===== config.mk =====
export PLATFORM = sky130hd
export DESIGN_NAME = integer_to_ascii_formatter
export DESIGN_NICKNAME = d
export VERILOG_FILES = /design/src/itoa_pkg.sv /design/src/integer_to_ascii_formatter.sv
export SDC_FILE = /design/constraint.sdc
export NUM_CORES = 1
export LEC_CHECK = 0
export BUFFER_PORTS_ARGS = -buffer_cell sky130_fd_sc_hd__buf_2
export CORE_AREA = 2 2 221 168
export CTS_CLUSTER_DIAMETER = 60
export DETAILED_ROUTE_END_ITERATION = 8
export DIE_AREA = 0 0 223 170
export SYNTH_ARGS = -nofsm -noshare
export SYNTH_HDL_FRONTEND = slang
export SYNTH_SLANG_ARGS = --single-unit

===== constraint.sdc =====
create_clock -name clk -period 8.37 [get_ports clk]
set_clock_uncertainty 0.15 [all_clocks]
set_input_delay 0.837 -clock clk [delete_from_list [all_inputs] [get_ports clk]]
set_output_delay 0.837 -clock clk [all_outputs]
set_load 0.01 [all_outputs]

===== src/itoa_pkg.sv =====
package itoa_pkg;

	typedef enum logic [2:0] {
		CMD_CHAR = 3'd0,
		CMD_SDEC = 3'd1,
		CMD_UDEC = 3'd2,
		CMD_HEXL = 3'd3,
		CMD_HEXU = 3'd4,
		CMD_PTR  = 3'd5,
		CMD_PCT  = 3'd6
	} cmd_t;

	typedef logic [3:0] upc_t;

	localparam upc_t PC_IDLE   = 4'd0;
	localparam upc_t PC_CHAR   = 4'd1;
	localparam upc_t PC_PCT    = 4'd2;
	localparam upc_t PC_SIGN   = 4'd3;
	localparam upc_t PC_MINUS  = 4'd4;
	localparam upc_t PC_DEC    = 4'd5;
	localparam upc_t PC_DABBLE = 4'd6;
	localparam upc_t PC_BCD    = 4'd7;
	localparam upc_t PC_DIGIT  = 4'd8;
	localparam upc_t PC_END    = 4'd9;
	localparam upc_t PC_HEX    = 4'd10;
	localparam upc_t PC_PTR0   = 4'd11;
	localparam upc_t PC_PTRX   = 4'd12;
	localparam upc_t PC_PTRLD  = 4'd13;

	localparam logic [7:0] CH_ZERO    = 8'h30;
	localparam logic [7:0] CH_LOWER_A = 8'h61;
	localparam logic [7:0] CH_UPPER_A = 8'h41;
	localparam logic [7:0] CH_X       = 8'h78;
	localparam logic [7:0] CH_MINUS   = 8'h2d;
	localparam logic [7:0] CH_PERCENT = 8'h25;
	localparam logic [7:0] CH_NONE    = 8'h00;

	localparam int unsigned BCD_DIGITS = 10;
	localparam int unsigned BCD_W      = 4 * BCD_DIGITS;

	typedef enum logic [3:0] {
		ACT_NOP,
		ACT_EMIT_LOW8,
		ACT_EMIT_CONST,
		ACT_LOAD_BIN,
		ACT_DABBLE,
		ACT_LOAD_BCD,
		ACT_LOAD_HEX32,
		ACT_LOAD_PTR,
		ACT_DIGIT
	} act_t;

	typedef enum logic [2:0] {
		JC_NEXT,
		JC_ALWAYS,
		JC_NOTNEG,
		JC_CNT_MORE,
		JC_DIG_MORE
	} jc_t;

	typedef struct packed {
		act_t       act;
		jc_t        jc;
		upc_t       target;
		logic [7:0] chr;
		logic       last;
	} uword_t;

	function automatic uword_t mk(act_t act, jc_t jc, upc_t target, logic [7:0] chr,
		logic last);
		uword_t w;
		w.act    = act;
		w.jc     = jc;
		w.target = target;
		w.chr    = chr;
		w.last   = last;
		return w;
	endfunction

	function automatic uword_t ucode(upc_t pc);
		uword_t w;
		case (pc)
			PC_CHAR:   w = mk(ACT_EMIT_LOW8,  JC_ALWAYS,   PC_IDLE,   CH_NONE,    1'b1);
			PC_PCT:    w = mk(ACT_EMIT_CONST, JC_ALWAYS,   PC_IDLE,   CH_PERCENT, 1'b1);
			PC_SIGN:   w = mk(ACT_NOP,        JC_NOTNEG,   PC_DEC,    CH_NONE,    1'b0);
			PC_MINUS:  w = mk(ACT_EMIT_CONST, JC_NEXT,     PC_IDLE,   CH_MINUS,   1'b0);
			PC_DEC:    w = mk(ACT_LOAD_BIN,   JC_NEXT,     PC_IDLE,   CH_NONE,    1'b0);
			PC_DABBLE: w = mk(ACT_DABBLE,     JC_CNT_MORE, PC_DABBLE, CH_NONE,    1'b0);
			PC_BCD:    w = mk(ACT_LOAD_BCD,   JC_ALWAYS,   PC_DIGIT,  CH_NONE,    1'b0);
			PC_DIGIT:  w = mk(ACT_DIGIT,      JC_DIG_MORE, PC_DIGIT,  CH_NONE,    1'b0);
			PC_END:    w = mk(ACT_NOP,        JC_ALWAYS,   PC_IDLE,   CH_NONE,    1'b0);
			PC_HEX:    w = mk(ACT_LOAD_HEX32, JC_ALWAYS,   PC_DIGIT,  CH_NONE,    1'b0);
			PC_PTR0:   w = mk(ACT_EMIT_CONST, JC_NEXT,     PC_IDLE,   CH_ZERO,    1'b0);
			PC_PTRX:   w = mk(ACT_EMIT_CONST, JC_NEXT,     PC_IDLE,   CH_X,       1'b0);
			PC_PTRLD:  w = mk(ACT_LOAD_PTR,   JC_ALWAYS,   PC_DIGIT,  CH_NONE,    1'b0);
			default:   w = mk(ACT_NOP,        JC_ALWAYS,   PC_IDLE,   CH_NONE,    1'b0);
		endcase
		return w;
	endfunction

	function automatic upc_t entry(logic [2:0] cmd);
		upc_t pc;
		case (cmd)
			CMD_CHAR: pc = PC_CHAR;
			CMD_SDEC: pc = PC_SIGN;
			CMD_UDEC: pc = PC_DEC;
			CMD_HEXL: pc = PC_HEX;
			CMD_HEXU: pc = PC_HEX;
			CMD_PTR:  pc = PC_PTR0;
			CMD_PCT:  pc = PC_PCT;
			default:  pc = PC_IDLE;
		endcase
		return pc;
	endfunction

endpackage


===== src/integer_to_ascii_formatter.sv =====
// Formats one request (a command and a 64-bit argument) into ASCII characters, most
// significant first, with tlast on the final one; the unused command code is
// consumed and produces nothing. A short microprogram drives the datapath and one
// request is handled at a time. Decimal runs a binary-to-BCD loop that shifts in the
// low 32 argument bits, one bit per cycle, before the ten digit steps; hex uses the
// low 32 bits as eight digits and a pointer all 64 bits as sixteen. Leading zeros
// are stepped over without output. Output stalls only hold the sequencer.
module integer_to_ascii_formatter
	import itoa_pkg::*;
(
	input  logic        clk,
	input  logic        arst_n,
	input  logic        s_tvalid,
	output logic        s_tready,
	input  logic [71:0] s_tdata,  // command [2:0], value [66:3], zero [71:67]
	output logic        m_tvalid,
	input  logic        m_tready,
	output logic [7:0]  m_tdata,  // character [7:0]
	output logic        m_tlast   // last
);

	upc_t              pc_q;
	logic [2:0]        cmd_q;
	logic [63:0]       val_q;
	logic [BCD_W-1:0]  bcd_q;
	logic [5:0]        cnt_q;
	logic              seen_q;
	logic              out_valid_q;
	logic [7:0]        out_char_q;
	logic              out_last_q;

	uword_t            uw;
	logic              busy;
	logic              emits;
	logic              out_free;
	logic              go;
	logic              neg;
	logic              take;
	upc_t              pc_next;
	logic [3:0]        dig;
	logic              skip;
	logic [7:0]        dig_char;
	logic [BCD_W-1:0]  bcd_adj;
	logic [31:0]       bin_load;

	assign s_tready = (pc_q == PC_IDLE);
	assign m_tvalid = out_valid_q;
	assign m_tdata  = out_char_q;
	assign m_tlast  = out_last_q;

	always_comb begin
		uw       = ucode(pc_q);
		busy     = (pc_q != PC_IDLE);
		emits    = (uw.act == ACT_EMIT_LOW8) || (uw.act == ACT_EMIT_CONST) ||
			(uw.act == ACT_DIGIT);
		out_free = !out_valid_q || m_tready;
		go       = busy && (!emits || out_free);
		neg      = (cmd_q == CMD_SDEC) && val_q[31];
		bin_load = neg ? (32'd0 - val_q[31:0]) : val_q[31:0];

		case (uw.jc)
			JC_ALWAYS:   take = 1'b1;
			JC_NOTNEG:   take = !neg;
			JC_CNT_MORE: take = (cnt_q != 6'd1);
			JC_DIG_MORE: take = (cnt_q != 6'd1);
			default:     take = 1'b0;
		endcase
		pc_next = take ? uw.target : pc_q + 4'd1;

		dig  = val_q[63:60];
		skip = (dig == 4'd0) && !seen_q && (cnt_q != 6'd1);
		if (dig < 4'd10) begin
			dig_char = CH_ZERO + {4'd0, dig};
		end else if (cmd_q == CMD_HEXU) begin
			dig_char = CH_UPPER_A + {4'd0, dig} - 8'd10;
		end else begin
			dig_char = CH_LOWER_A + {4'd0, dig} - 8'd10;
		end

		for (int i = 0; i < BCD_DIGITS; i++) begin
			bcd_adj[4*i +: 4] = (bcd_q[4*i +: 4] >= 4'd5) ?
				bcd_q[4*i +: 4] + 4'd3 : bcd_q[4*i +: 4];
		end
	end

	always_ff @(posedge clk or negedge arst_n) begin
		if (!arst_n) begin
			pc_q        <= PC_IDLE;
			out_valid_q <= 1'b0;
		end else begin
			if (go && emits && !(uw.act == ACT_DIGIT && skip)) begin
				out_valid_q <= 1'b1;
			end else if (out_valid_q && m_tready) begin
				out_valid_q <= 1'b0;
			end
			if (!busy) begin
				if (s_tvalid) begin
					pc_q <= entry(s_tdata[2:0]);
				end
			end else if (go) begin
				pc_q <= pc_next;
			end
		end
	end

	always_ff @(posedge clk) begin
		if (!busy) begin
			if (s_tvalid) begin
				cmd_q <= s_tdata[2:0];
				val_q <= s_tdata[66:3];
			end
		end else if (go) begin
			case (uw.act)
				ACT_EMIT_LOW8: begin
					out_char_q <= val_q[7:0];
					out_last_q <= uw.last;
				end
				ACT_EMIT_CONST: begin
					out_char_q <= uw.chr;
					out_last_q <= uw.last;
				end
				ACT_LOAD_BIN: begin
					val_q[31:0] <= bin_load;
					bcd_q       <= '0;
					cnt_q       <= 6'd32;
				end
				ACT_DABBLE: begin
					bcd_q       <= {bcd_adj[BCD_W-2:0], val_q[31]};
					val_q[31:0] <= {val_q[30:0], 1'b0};
					cnt_q       <= cnt_q - 6'd1;
				end
				ACT_LOAD_BCD: begin
					val_q  <= {bcd_q, {(64 - BCD_W){1'b0}}};
					cnt_q  <= 6'(BCD_DIGITS);
					seen_q <= 1'b0;
				end
				ACT_LOAD_HEX32: begin
					val_q  <= {val_q[31:0], 32'd0};
					cnt_q  <= 6'd8;
					seen_q <= 1'b0;
				end
				ACT_LOAD_PTR: begin
					cnt_q  <= 6'd16;
					seen_q <= 1'b0;
				end
				ACT_DIGIT: begin
					val_q <= {val_q[59:0], 4'd0};
					cnt_q <= cnt_q - 6'd1;
					if (!skip) begin
						seen_q     <= 1'b1;
						out_char_q <= dig_char;
						out_last_q <= (cnt_q == 6'd1);
					end
				end
				default: begin
				end
			endcase
		end
	end

endmodule

==> out/metrics.csv, run 1 <==
stage,metric,value,unit
status,outcome,finished clean,
cts,"Reg clk slew, reported paths",60,ps
drt,drt via density,5.03,
placement,worst slack at placement,4120,ps
yosys,mux cell area share after synthesis,0.00605,
timing,Final Cycle Share,0.510,
drt,final wirelength,24.7,mm
yosys,Mapped Nets,998,
timing,worst slew pin tran,1200,ps
timing,RSZ-0062 raised after global routing,false,
setup_path,CP endpoint kind,flip-flop,
setup_path,r2r setup slk,4100,ps
yosys,ys flop type,edfxtp_1,
run,MaxCap Viol Count,0,
cts,Post-CTS Setup Bufs,0,
grt,number of global-route vias before repair,6595,
yosys,Post-synth EDFFs,123,
min_path,Hold/Removal Path Class,input port to asynchronous set/reset pin,
die,CORE AREA,35700,µm²
die,# IOs,87,
timing,Worst slew margin,0.199,
die,starting density of the core,0.238,
timing,setup TNS,0,ps
placement,hpwl dp,17.0,mm
cts,CTS buffer count,17,
power,Leak,3.59,nW
cts,"Hold-fix buffers, CTS",0,
grt,largest net degree at the start of global routing,75,
final_layout,Final Non-Filler Cells,1414,
yosys,xor/xnor share of the synthesized area,0.0444,
power,total power,5.09,mW
setup_path,RR Startpoint,pc_q[0]$_DFFE_PN0P_,
final_layout,final instance area,9900,µm²
timing,max frequency,234,MHz
yosys,compound-cell area share of the yosys netlist,0.222,
power,PD cells,514,nW/µm²
die,Die Ht,170,µm
final_layout,fillers,3730,
setup_path,CP Data Required Time,8270,ps
placement,Post-Place Cells,1382,
cts,clk buf depth,2,
cts,CTS H-tree depth,4,
grt,first-pass GRT wire length,38.3,mm
yosys,adder-cell share of the synthesized area,0.0531,
yosys,synthesized instance count,886,
setup_path,most frequent CP cell,a21oi_4,
timing,Setup WS post-layout,4100,ps
drt,via count,7110,
yosys,largest family of logic cells by synthesized area,compound AO/OA/AOI/OAI gates,
timing,Max Slew Vio Count,0,
placement,DP Area,9340,µm²
drt,wire per inst,17.4,µm
drt,# DRC,0,
placement,routability cong.,0.838,
setup_path,worst reg2reg path depth,7,
timing,Finish-stage setup viols,0,
timing,WHS,53.1,ps
final_layout,fin nets,1048,
setup_path,Top delay family on crit path,compound AO/OA/AOI/OAI gates,
setup_path,worst path bufs/invs,1,
cts,Clock Latency Late Sink,440,ps
setup_path,"slowest stage cell, crit path",a21oi_4,
setup_path,CP peak stage delay,1040,ps
yosys,Syn Area/Cell,9.58,µm²
drt,Starting DRT DRC Count,683,
yosys,Syn Std Cell Area,8480,µm²
yosys,leading area contributor after synthesis,edfxtp_1,
drt,1st-pass router iterations,6,
yosys,post-synth top area share,0.435,
yosys,"flops & latches, synth",128,
setup_path,FF-to-FF End,val_q[7]$_DFFE_PP_,
grt,Tot GR Track Use,0.132,
setup_path,CP max FO,36,
drt,Post-DRT Antenna Nets,0,
grt,GRT overflow,0,
die,Rows,60,
power,maximum VDD drop,0.214,mV
final_layout,Area Growth Syn to Fin,16.7,%
grt,initial antenna violation count,0,
setup_path,critical path launch point type,flip-flop,
yosys,main area contributors after synthesis,"edfxtp_1 (44%), a21oi_1 (6.7%), nor2_1 (6.1%)",
final_layout,post-route core utilization,0.278,
timing,crit path time final,4270,ps
yosys,top-count cell post-synth,nor2_1,
setup_path,crit path cell chain,"inv_1, ha_1, nor3b_1, o22ai_2, nor3_2, a21oi_4, a21oi_4",
yosys,commonest cells in the netlist,"nor2_1 (139), edfxtp_1 (123), a21oi_1 (114)",
cts,post_cts resized,0,
yosys,register area share after synthesis,0.450,
setup_path,Crit Path Class,flip-flop to flip-flop,
die,Die Width,223,µm
cts,CTS root buf,clkbuf_16,
setup_path,Arrival @ worst endpoint,4170,ps
placement,I/O Buffers,81,
final_layout,n_diodes,0,
yosys,Post-Synth Simple-Gate Area,0.173,
yosys,Synth cell types,67,
die,die area,37900,µm²
cts,TritonCTS clock tree,yes,
final_layout,layout cells sized above 1,0.159,
timing,Fin. Hold Viols,0,
yosys,yosys warns,0,
cts,# clock sinks,128,
yosys,Synth async-reset ratio,0.0391,
[state kept, by name, summed over array words and instances, names as in the netlist]
name	count
val_q	64
seen_q	1
m_tvalid	1
cnt_q	6
pc_q	4
m_tlast	1
m_tdata	8
cmd_q	3
bcd_q	40
[cells in the final DEF (no fill, tap or decap), types with 12 or more instances in the layout]
cell,n
o21ai_0,22
nand2_1,48
a21oi_1,113
ha_1,36
buf_2,81
a221oi_1,14
a22o_1,35
clkbuf_16,17
a222oi_1,12
edfxtp_1,123
nor2_1,137
inv_1,42
nor3_1,22
nor2b_1,14
xnor2_1,37
[logic make-up after synthesis]
family | count (synthesis)
AND/OR/NAND/NOR | 292
AO/OA/AOI/OAI | 280
flip-flops | 128
buffers and inverters | 102
XOR/XNOR | 43
adder cells (fa/ha/maj) | 36
multiplexers | 5
[worst max path at each step]
stage | from | endpoint | slack, ps | depth (start not counted)
5_1_grt | pc_q[0]$_DFFE_PN0P_ | val_q[19]$_DFFE_PP_ | 3740 | 7
3_5_place_dp | pc_q[1]$_DFFE_PN0P_ | val_q[17]$_DFFE_PP_ | 4120 | 7
2_1_floorplan | pc_q[1]$_DFFE_PN0P_ | bcd_q[0]$_SDFFCE_PP0P_ | 3910 | 9
6_report | pc_q[0]$_DFFE_PN0P_ | val_q[7]$_DFFE_PP_ | 4100 | 7
3_3_place_gp | pc_q[0]$_DFFE_PN0P_ | val_q[18]$_DFFE_PP_ | 4160 | 7
4_1_cts | pc_q[0]$_DFFE_PN0P_ | val_q[19]$_DFFE_PP_ | 4100 | 7
[worst register-to-register path, stage by stage (launching register included)]
cell     delay (ps)
dfrtp_1         520
inv_1           180
ha_1            400
nor3b_1         310
o22ai_2         230
nor3_2          700
a21oi_4         330
a21oi_4        1040
[where the power goes]
part	total [mW]	leakage (nW)	internal, mW	switching, mW
clock network	0.725	0.264	0.411	0.314
logic	2.55	2.10	0.952	1.60
registers	1.81	1.23	1.39	0.426
total	5.09	3.59	2.75	2.34
[area by class of cell]
class / count / area, µm² / area share
clock buffer: 17 / 425 / 0.0430
sequential: 128 / 3820 / 0.386
multi-input combinational: 656 / 4300 / 0.434
clock inverter: 15 / 139 / 0.0140
timing repair buffer: 90 / 473 / 0.0478
tap: 465 / 582 / 0.0588
inverter: 43 / 161 / 0.0163
[metal layers]
metal / share of wire / vias up / global-route usage
met4: 0.0055 / 0 / 0.0266
met1: 0.49 / 3443 / 0.193
met3: 0.069 / 14 / 0.0340
li1: - / 3409 / -
met2: 0.43 / 244 / 0.193
met5: 0 / - / 0
Note: power is estimated with default switching activity, not from simulation.
==> inputs of run 2 (changes only) <==
--- a/config.mk
+++ b/config.mk
@@ -5,11 +5,12 @@
 export SDC_FILE = /design/constraint.sdc
 export NUM_CORES = 1
 export LEC_CHECK = 0
+export ABC_AREA = 1
 export BUFFER_PORTS_ARGS = -buffer_cell sky130_fd_sc_hd__buf_2
-export CORE_AREA = 2 2 221 168
+export CORE_AREA = 2 2 226 172
 export CTS_CLUSTER_DIAMETER = 60
 export DETAILED_ROUTE_END_ITERATION = 8
-export DIE_AREA = 0 0 223 170
+export DIE_AREA = 0 0 228 174
 export SYNTH_ARGS = -nofsm -noshare
 export SYNTH_HDL_FRONTEND = slang
 export SYNTH_SLANG_ARGS = --single-unit
==> constraint.sdc (replaced) <==
create_clock -name clk -period 4.01 [get_ports clk]
set_clock_uncertainty 0.15 [all_clocks]
set_input_delay 0.401 -clock clk [delete_from_list [all_inputs] [get_ports clk]]
set_output_delay 0.401 -clock clk [all_outputs]
set_load 0.01 [all_outputs]
==> run 2 against run 1 <==
Effect of this change:
- sequential power up 82%
- clock-buffer cell count did not move
- first-iteration DRC count grew 2.0%
- cell count rose by 21%
- cell area up 5.1%
- register-to-register slack got worse by 3400 ps
- worst setup slack worse by 3400 ps
- critical path type unchanged
==> out/metrics.csv, run 2 <==
stage,metric,value,unit,change
status,outcome,finished clean,,unchanged
placement,hpwl dp,20.2,mm,was 17.0 mm
grt,GRT overflow,0,,unchanged
yosys,Post-synth EDFFs,123,,unchanged
cts,CTS root buf,clkbuf_16,,unchanged
cts,clk buf depth,2,,unchanged
yosys,top-count cell post-synth,nand2_1,,was nor2_1
setup_path,RR Startpoint,pc_q[0]$_DFFE_PN0P_,,unchanged
power,maximum VDD drop,0.573,mV,was 0.214 mV
grt,largest net degree at the start of global routing,76,,was 75
power,PD cells,952,nW/µm²,was 514 nW/µm²
cts,"Reg clk slew, reported paths",60,ps,about the same
placement,DP Area,9790,µm²,was 9340 µm²
run,MaxCap Viol Count,0,,unchanged
yosys,ys flop type,edfxtp_1,,unchanged
drt,drt via density,4.63,,was 5.03
setup_path,CP max FO,9,,was 36
final_layout,fin nets,1293,,was 1048
drt,wire per inst,16.0,µm,was 17.4 µm
timing,Final Cycle Share,0.833,,was 0.510
yosys,synthesized instance count,1108,,was 886
setup_path,Arrival @ worst endpoint,3240,ps,was 4170 ps
yosys,commonest cells in the netlist,"nand2_1 (228), nor2_1 (150), edfxtp_1 (123)",,"was nor2_1 (139), edfxtp_1 (123), a21oi_1 (114)"
drt,final wirelength,27.3,mm,was 24.7 mm
min_path,hold_sp,s_tdata[0],,
timing,crit path time final,3340,ps,was 4270 ps
yosys,Syn Area/Cell,8.01,µm²,was 9.58 µm²
final_layout,Area Growth Syn to Fin,17.3,%,was 16.7%
cts,CTS H-tree depth,4,,unchanged
cts,post_cts resized,0,,unchanged
grt,Tot GR Track Use,0.138,,was 0.132
grt,initial antenna violation count,0,,unchanged
die,Die Ht,174,µm,was 170 µm
drt,via count,7893,,was 7110
setup_path,Critical Path Source,pc_q[0]$_DFFE_PN0P_,,unchanged
drt,Starting DRT DRC Count,697,,was 683
final_layout,n_diodes,0,,unchanged
drt,Post-DRT Antenna Nets,0,,unchanged
cts,Clock Latency Late Sink,430,ps,was 440 ps
yosys,leading area contributor after synthesis,edfxtp_1,,unchanged
die,Rows,62,,was 60
drt,# DRC,0,,unchanged
placement,routability cong.,0.937,,was 0.838
power,Leak,4.36,nW,was 3.59 nW
yosys,Mapped Nets,1220,,was 998
placement,I/O Buffers,81,,unchanged
cts,CTS buffer count,17,,unchanged
timing,Finish-stage setup viols,0,,unchanged
die,Die Width,228,µm,was 223 µm
yosys,Syn Std Cell Area,8880,µm²,was 8480 µm²
final_layout,"commonest non-fill, non-tap cells in the layout","nand2_1 (228), nor2_1 (147), edfxtp_1 (123), inv_1 (114), a21oi_1 (83)",,"was nor2_1 (137), edfxtp_1 (123), a21oi_1 (113), buf_2 (81), nand2_1 (48)"
final_layout,Largest register FFs,64,,unchanged
drt,1st-pass router iterations,5,,was 6
final_layout,layout cells sized above 1,0.147,,was 0.159
timing,max frequency,299,MHz,was 234 MHz
setup_path,critical path launch point type,flip-flop,,unchanged
cts,TritonCTS clock tree,yes,,unchanged
yosys,yosys warns,0,,unchanged
yosys,register area share after synthesis,0.430,,was 0.450
grt,first-pass GRT wire length,42.2,mm,was 38.3 mm
grt,number of global-route vias before repair,7384,,was 6595
yosys,Synth cell types,47,,was 67
die,CORE AREA,37700,µm²,was 35700 µm²
yosys,post-synth top area share,0.416,,was 0.435
min_path,Hold/Removal Path Class,input port to flip-flop,,was input port to asynchronous set/reset pin
die,die area,39700,µm²,was 37900 µm²
cts,# clock sinks,128,,unchanged
timing,Max Slew Vio Count,0,,unchanged
timing,RSZ-0062 raised after global routing,false,,unchanged
timing,setup TNS,0,ps,unchanged
timing,Fin. Hold Viols,0,,unchanged
timing,worst slew pin tran,1050,ps,was 1200 ps
die,# IOs,87,,unchanged
final_layout,final instance area,10400,µm²,was 9900 µm²
setup_path,Crit Path Class,flip-flop to flip-flop,,unchanged
final_layout,"most common cell after layout, fill and taps aside",nand2_1,,was nor2_1
setup_path,CP endpoint kind,flip-flop,,unchanged
yosys,"flops & latches, synth",128,,unchanged
timing,Worst slew margin,0.290,,was 0.199
final_layout,Top reg by flops,val_q,,unchanged
setup_path,CP Data Required Time,3910,ps,was 8270 ps
yosys,main area contributors after synthesis,"edfxtp_1 (42%), nand2_1 (9.6%), nor2_1 (6.3%)",,"was edfxtp_1 (44%), a21oi_1 (6.7%), nor2_1 (6.1%)"
yosys,Synth async-reset ratio,0.0391,,unchanged
die,starting density of the core,0.235,,was 0.238
run 2: cell count changes in the layout (fill, tap and decap cells not counted), moves of 13 or more:
cell	before	now
nand2_1	48	228
inv_1	42	114
nand3_1	5	63
o21ai_0	22	67
a22o_1	35	0
xnor2_1	37	2
a21oi_1	113	83
xor2_1	6	32
a31oi_1	8	30
a221oi_1	14	0
nor2b_1	14	0
nor3_1	22	9
run 2: cell type report:
type,instances,area (µm²)
tap,512,641
sequential,128,3820
multi-input combinational,814,4340
fill,4117,27300
timing repair buffer,99,543
inverter,121,458
clock buffer,17,425
clock inverter,15,184
run 2: final timing paths:
path	end	slack, ps	depth (start not counted)
setup reg to reg	cnt_q[3]$_SDFFCE_PN0P_	670	12
hold / removal	cmd_q[0]$_DFFE_PP_	40	1
min in group asynchronous	m_tvalid$_DFFE_PN0P_	160	2
setup / recovery	cnt_q[3]$_SDFFCE_PN0P_	670	12
hold reg to reg	m_tvalid$_DFFE_PN0P_	420	2
max in group asynchronous	pc_q[3]$_DFFE_PN0P_	3410	2
run 2: worst max-delay path, stage by stage (launching register included):
cell and delay (ps):
dfrtp_1 480, inv_1 220, ha_1 250, inv_1 90
nor2_1 180, nand2_1 160, inv_1 80, a21oi_1 50
nand2_1 120, nand3_2 90, nand2_1 110, nand2_2 120
o21ai_0 850
run 2: timing repair:
action                    4_1_cts  5_1_grt
buffers inserted                0        0
hold endpoints to repair        5        0
hold buffers                    1        0
run 2: through the flow:
step / util / hold WS (ps) / setup slack [ps] / cells / power (mW)
CTS: 0.276 / 22.8 / 681 / 1706 / 9.94
floorplan: - / -44.6 / 146 / 1108 / 6.74
detailed placement: 0.260 / 85.3 / 681 / 1673 / 8.24
global placement: 0.260 / 74.3 / 811 / 1673 / 8.17
global route: 0.276 / 44.9 / 411 / 1706 / 10.7
finish: 0.276 / 35.9 / 671 / 1706 / 9.91
run 2: kinds of logic after synthesis:
| kind of cell | count (synthesis) | share of synthesized area |
|---|---|---|
| DFF | 128 | 0.430 |
| xor gates and xnor gates | 34 | 0.0335 |
| and+or+nand+nor | 496 | 0.237 |
| adders and majority gates | 36 | 0.0507 |
| AOI/OAI and AO/OA | 248 | 0.166 |
| buffers and inverters | 166 | 0.0825 |
run 2: power by group:
group,total [mW],switching (mW),internal (mW)
Sequential,3.30,0.603,2.69
Combinational,4.96,3.45,1.50
Clock,1.66,0.672,0.986
Total,9.91,4.73,5.18
run 2: layer usage:
layer	GRT usage	vias to the layer above	wire length, µm
met5	0	-	0
met3	0.0253	29	1770
li1	-	3916	-
met4	0.0466	0	529
met1	0.200	3695	13100
met2	0.205	253	11900
==> inputs of run 3 (changes only) <==
--- a/config.mk
+++ b/config.mk
@@ -5,12 +5,12 @@
 export SDC_FILE = /design/constraint.sdc
 export NUM_CORES = 1
 export LEC_CHECK = 0
-export ABC_AREA = 1
+export ABC_AREA = 0
 export BUFFER_PORTS_ARGS = -buffer_cell sky130_fd_sc_hd__buf_2
-export CORE_AREA = 2 2 226 172
+export CORE_AREA = 2 2 221 168
 export CTS_CLUSTER_DIAMETER = 60
 export DETAILED_ROUTE_END_ITERATION = 8
-export DIE_AREA = 0 0 228 174
+export DIE_AREA = 0 0 223 170
 export SYNTH_ARGS = -nofsm -noshare
 export SYNTH_HDL_FRONTEND = slang
 export SYNTH_SLANG_ARGS = --single-unit
==> constraint.sdc (replaced) <==
create_clock -name clk -period 3 [get_ports clk]
set_clock_uncertainty 0.15 [all_clocks]
set_input_delay 0.3 -clock clk [delete_from_list [all_inputs] [get_ports clk]]
set_output_delay 0.3 -clock clk [all_outputs]
set_load 0.01 [all_outputs]
==> run 3 against run 2 <==
Effect of this change:
- flip-flop and latch count is the same
- die area is 4.4% lower
- sequential share of layout area decreased by 0.51 points
- routed wire length down 3.9%
- register-to-register slack lost 520 ps
- sequential power is 49% higher
- critical path depth is 3 lower
- power up 58%
- non-clock buffer count grew 41
- cell count shrank 14%
- clock-buffer cell count grew 1
- via count is 5.4% lower
==> out/metrics.csv, run 3 (synthesis gave the netlist of run 1 again) <==
stage,metric,value,unit,change
placement,worst slack at placement,61.1,ps,was 681 ps
setup_path,Arrival @ worst endpoint,3010,ps,was 3240 ps
die,# IOs,87,,unchanged
drt,wire per inst,17.9,µm,was 16.0 µm
placement,Post-Place Cells,1427,,was 1673
final_layout,Largest register FFs,64,,unchanged
die,Die Width,223,µm,was 228 µm
setup_path,Crit Path Class,flip-flop to flip-flop,,unchanged
min_path,Hold/Removal Path Class,input port to flip-flop,,unchanged
timing,crit path time final,2850,ps,was 3340 ps
final_layout,n_diodes,0,,unchanged
setup_path,CP max FO,10,,was 9
grt,Tot GR Track Use,0.140,,was 0.138
die,die area,37900,µm²,was 39700 µm²
grt,initial antenna violation count,0,,unchanged
drt,Post-DRT Antenna Nets,0,,unchanged
drt,1st-pass router iterations,5,,unchanged
final_layout,fillers,3710,,was 4117
min_path,hold_sp,s_tdata[31],,was s_tdata[0]
drt,Starting DRT DRC Count,760,,was 697
timing,RSZ-0062 raised after global routing,false,,unchanged
cts,TritonCTS clock tree,yes,,unchanged
setup_path,most frequent CP cell,buf_4,,
status,outcome,finished clean,,unchanged
setup_path,RR Startpoint,pc_q[0]$_DFFE_PN0P_,,unchanged
timing,Final Cycle Share,0.951,,was 0.833
die,starting density of the core,0.238,,was 0.235
final_layout,"most common cell after layout, fill and taps aside",nor2_1,,was nand2_1
drt,via count,7465,,was 7893
cts,# clock sinks,128,,unchanged
timing,Setup WS post-layout,148,ps,was 671 ps
final_layout,Top reg by flops,val_q,,unchanged
drt,drt via density,5.10,,was 4.63
grt,first-pass GRT wire length,40.9,mm,was 42.2 mm
grt,number of global-route vias before repair,7066,,was 7384
placement,routability cong.,0.863,,was 0.937
grt,largest net degree at the start of global routing,77,,was 76
timing,setup TNS,0,ps,unchanged
setup_path,r2r setup slk,150,ps,was 670 ps
setup_path,"slowest stage cell, crit path",nor4_1,,was o21ai_0
cts,CTS H-tree depth,4,,unchanged
setup_path,critical path launch point type,flip-flop,,unchanged
timing,max frequency,351,MHz,was 299 MHz
power,PD cells,1480,nW/µm²,was 952 nW/µm²
min_path,WHS Path Cells,2,,was 1
power,maximum VDD drop,0.981,mV,was 0.573 mV
power,Leak,3.93,nW,was 4.36 nW
setup_path,CP Data Required Time,3160,ps,was 3910 ps
timing,Fin. Hold Viols,0,,unchanged
cts,Clock Latency Late Sink,440,ps,was 430 ps
final_layout,"commonest non-fill, non-tap cells in the layout","nor2_1 (137), edfxtp_1 (123), a21oi_1 (113), buf_2 (81), nand2_1 (48)",,"was nand2_1 (228), nor2_1 (147), edfxtp_1 (123), inv_1 (114), a21oi_1 (83)"
drt,final wirelength,26.3,mm,was 27.3 mm
placement,hpwl dp,19.0,mm,was 20.2 mm
timing,Max Slew Vio Count,0,,unchanged
run,MaxCap Viol Count,0,,unchanged
cts,clk buf depth,2,,unchanged
setup_path,FF-to-FF End,m_tvalid$_DFFE_PN0P_,,was cnt_q[3]$_SDFFCE_PN0P_
grt,GRT overflow,0,,unchanged
cts,CTS root buf,clkbuf_16,,unchanged
drt,# DRC,0,,unchanged
setup_path,worst reg2reg path depth,9,,was 12
timing,Finish-stage setup viols,0,,unchanged
die,Die Ht,170,µm,was 174 µm
placement,I/O Buffers,81,,unchanged
die,Rows,60,,was 62
setup_path,CP peak stage delay,640,ps,was 850 ps
min_path,Worst Hold End,val_q[28]$_DFFE_PP_,,was cmd_q[0]$_DFFE_PP_
final_layout,fin nets,1098,,was 1293
timing,worst slew pin tran,738,ps,was 1050 ps
final_layout,layout cells sized above 1,0.209,,was 0.147
setup_path,crit path cell chain,"inv_1, ha_2, nor2_1, nand4b_1, buf_4, nor4_1, nor4_2, buf_4, or2_2",,"was inv_1, ha_1, inv_1, nor2_1, nand2_1, inv_1, a21oi_1, nand2_1, nand3_2, nand2_1, nand2_2, o21ai_0"
setup_path,CP endpoint kind,flip-flop,,unchanged
timing,Worst slew margin,0.501,,was 0.290
cts,Post-CTS Setup Bufs,0,,unchanged
final_layout,Area Growth Syn to Fin,24.5,%,was 17.3%
die,CORE AREA,35700,µm²,was 37700 µm²
cts,"Reg clk slew, reported paths",60,ps,about the same
final_layout,Final Non-Filler Cells,1464,,was 1706
cts,CTS buffer count,17,,unchanged
run 3: cell types whose count changed in the layout (fill, tap and decap cells not counted), sizes merged, moves of 21 or more:
cell   before  now
a31oi      30    9
nand2     237   49
o21ai      75   26
buf        98  135
xor2       32    6
nand3      68    5
inv       123   48
a21oi      86  115
xnor2       2   37
a22o        0   35
run 3: how the worst max path moves through the flow:
stage | from | endpoint | slack, ps | cells past startpoint
global placement | pc_q[0]$_DFFE_PN0P_ | bcd_q[28]$_SDFFCE_PP0P_ | 120 | 8
detailed placement | pc_q[0]$_DFFE_PN0P_ | bcd_q[29]$_SDFFCE_PP0P_ | 60 | 8
floorplan | pc_q[1]$_DFFE_PN0P_ | bcd_q[0]$_SDFFCE_PP0P_ | 1 | 9
global route | pc_q[0]$_DFFE_PN0P_ | val_q[7]$_DFFE_PP_ | 40 | 10
CTS | pc_q[0]$_DFFE_PN0P_ | bcd_q[29]$_SDFFCE_PP0P_ | 60 | 8
finish | pc_q[0]$_DFFE_PN0P_ | m_tvalid$_DFFE_PN0P_ | 150 | 9
run 3: critical path, delay by kind of cell, from the launching register on:
family	cells	cell delay, ps
AND/OR/NAND/NOR	5	1370
flip-flops	1	420
adder cells (fa/ha/maj)	1	240
buffers and inverters	3	550
run 3: metrics by stage:
step | power [mW] | cell area [µm²] | hold WS, ps | utilization
after floorplan | 10.2 | 8620 | -146 | -
after global placement | 13.0 | 9840 | -30.7 | 0.276
after detailed placement | 13.2 | 9840 | -30.6 | 0.276
after CTS | 15.6 | 10500 | 6.62 | 0.296
after global routing | 16.8 | 10600 | 20.1 | 0.296
final | 15.7 | 10600 | 22.7 | 0.296
run 3: final cells by class:
cell class | instances | area, µm² | share of cell area
Multi-Input combinational cell | 656 | 4370 | 0.414
Sequential cell | 128 | 3820 | 0.362
Timing Repair Buffer | 140 | 973 | 0.0922
Tap cell | 465 | 582 | 0.0551
Clock buffer | 18 | 429 | 0.0406
Clock inverter | 14 | 225 | 0.0213
Inverter | 43 | 161 | 0.0153
run 3: report_power, final:
group	internal (mW)	switching (mW)	total, mW	leakage [nW]
registers	3.84	1.06	4.91	1.22
logic	3.46	4.95	8.41	2.39
clock network	1.49	0.876	2.37	0.309
run 3: metal layers:
metal	share of wire	global-route usage
met5	0	0
met4	0.014	0.0376
met2	0.43	0.207
met1	0.48	0.205
met3	0.070	0.0297
run 3: what timing repair did:
action | in CTS | in global routing
setup endpoints to repair | 0 | 82
hold endpoints to repair | 9 | 0
resized for setup | 0 | 4
hold buffers | 5 | 0
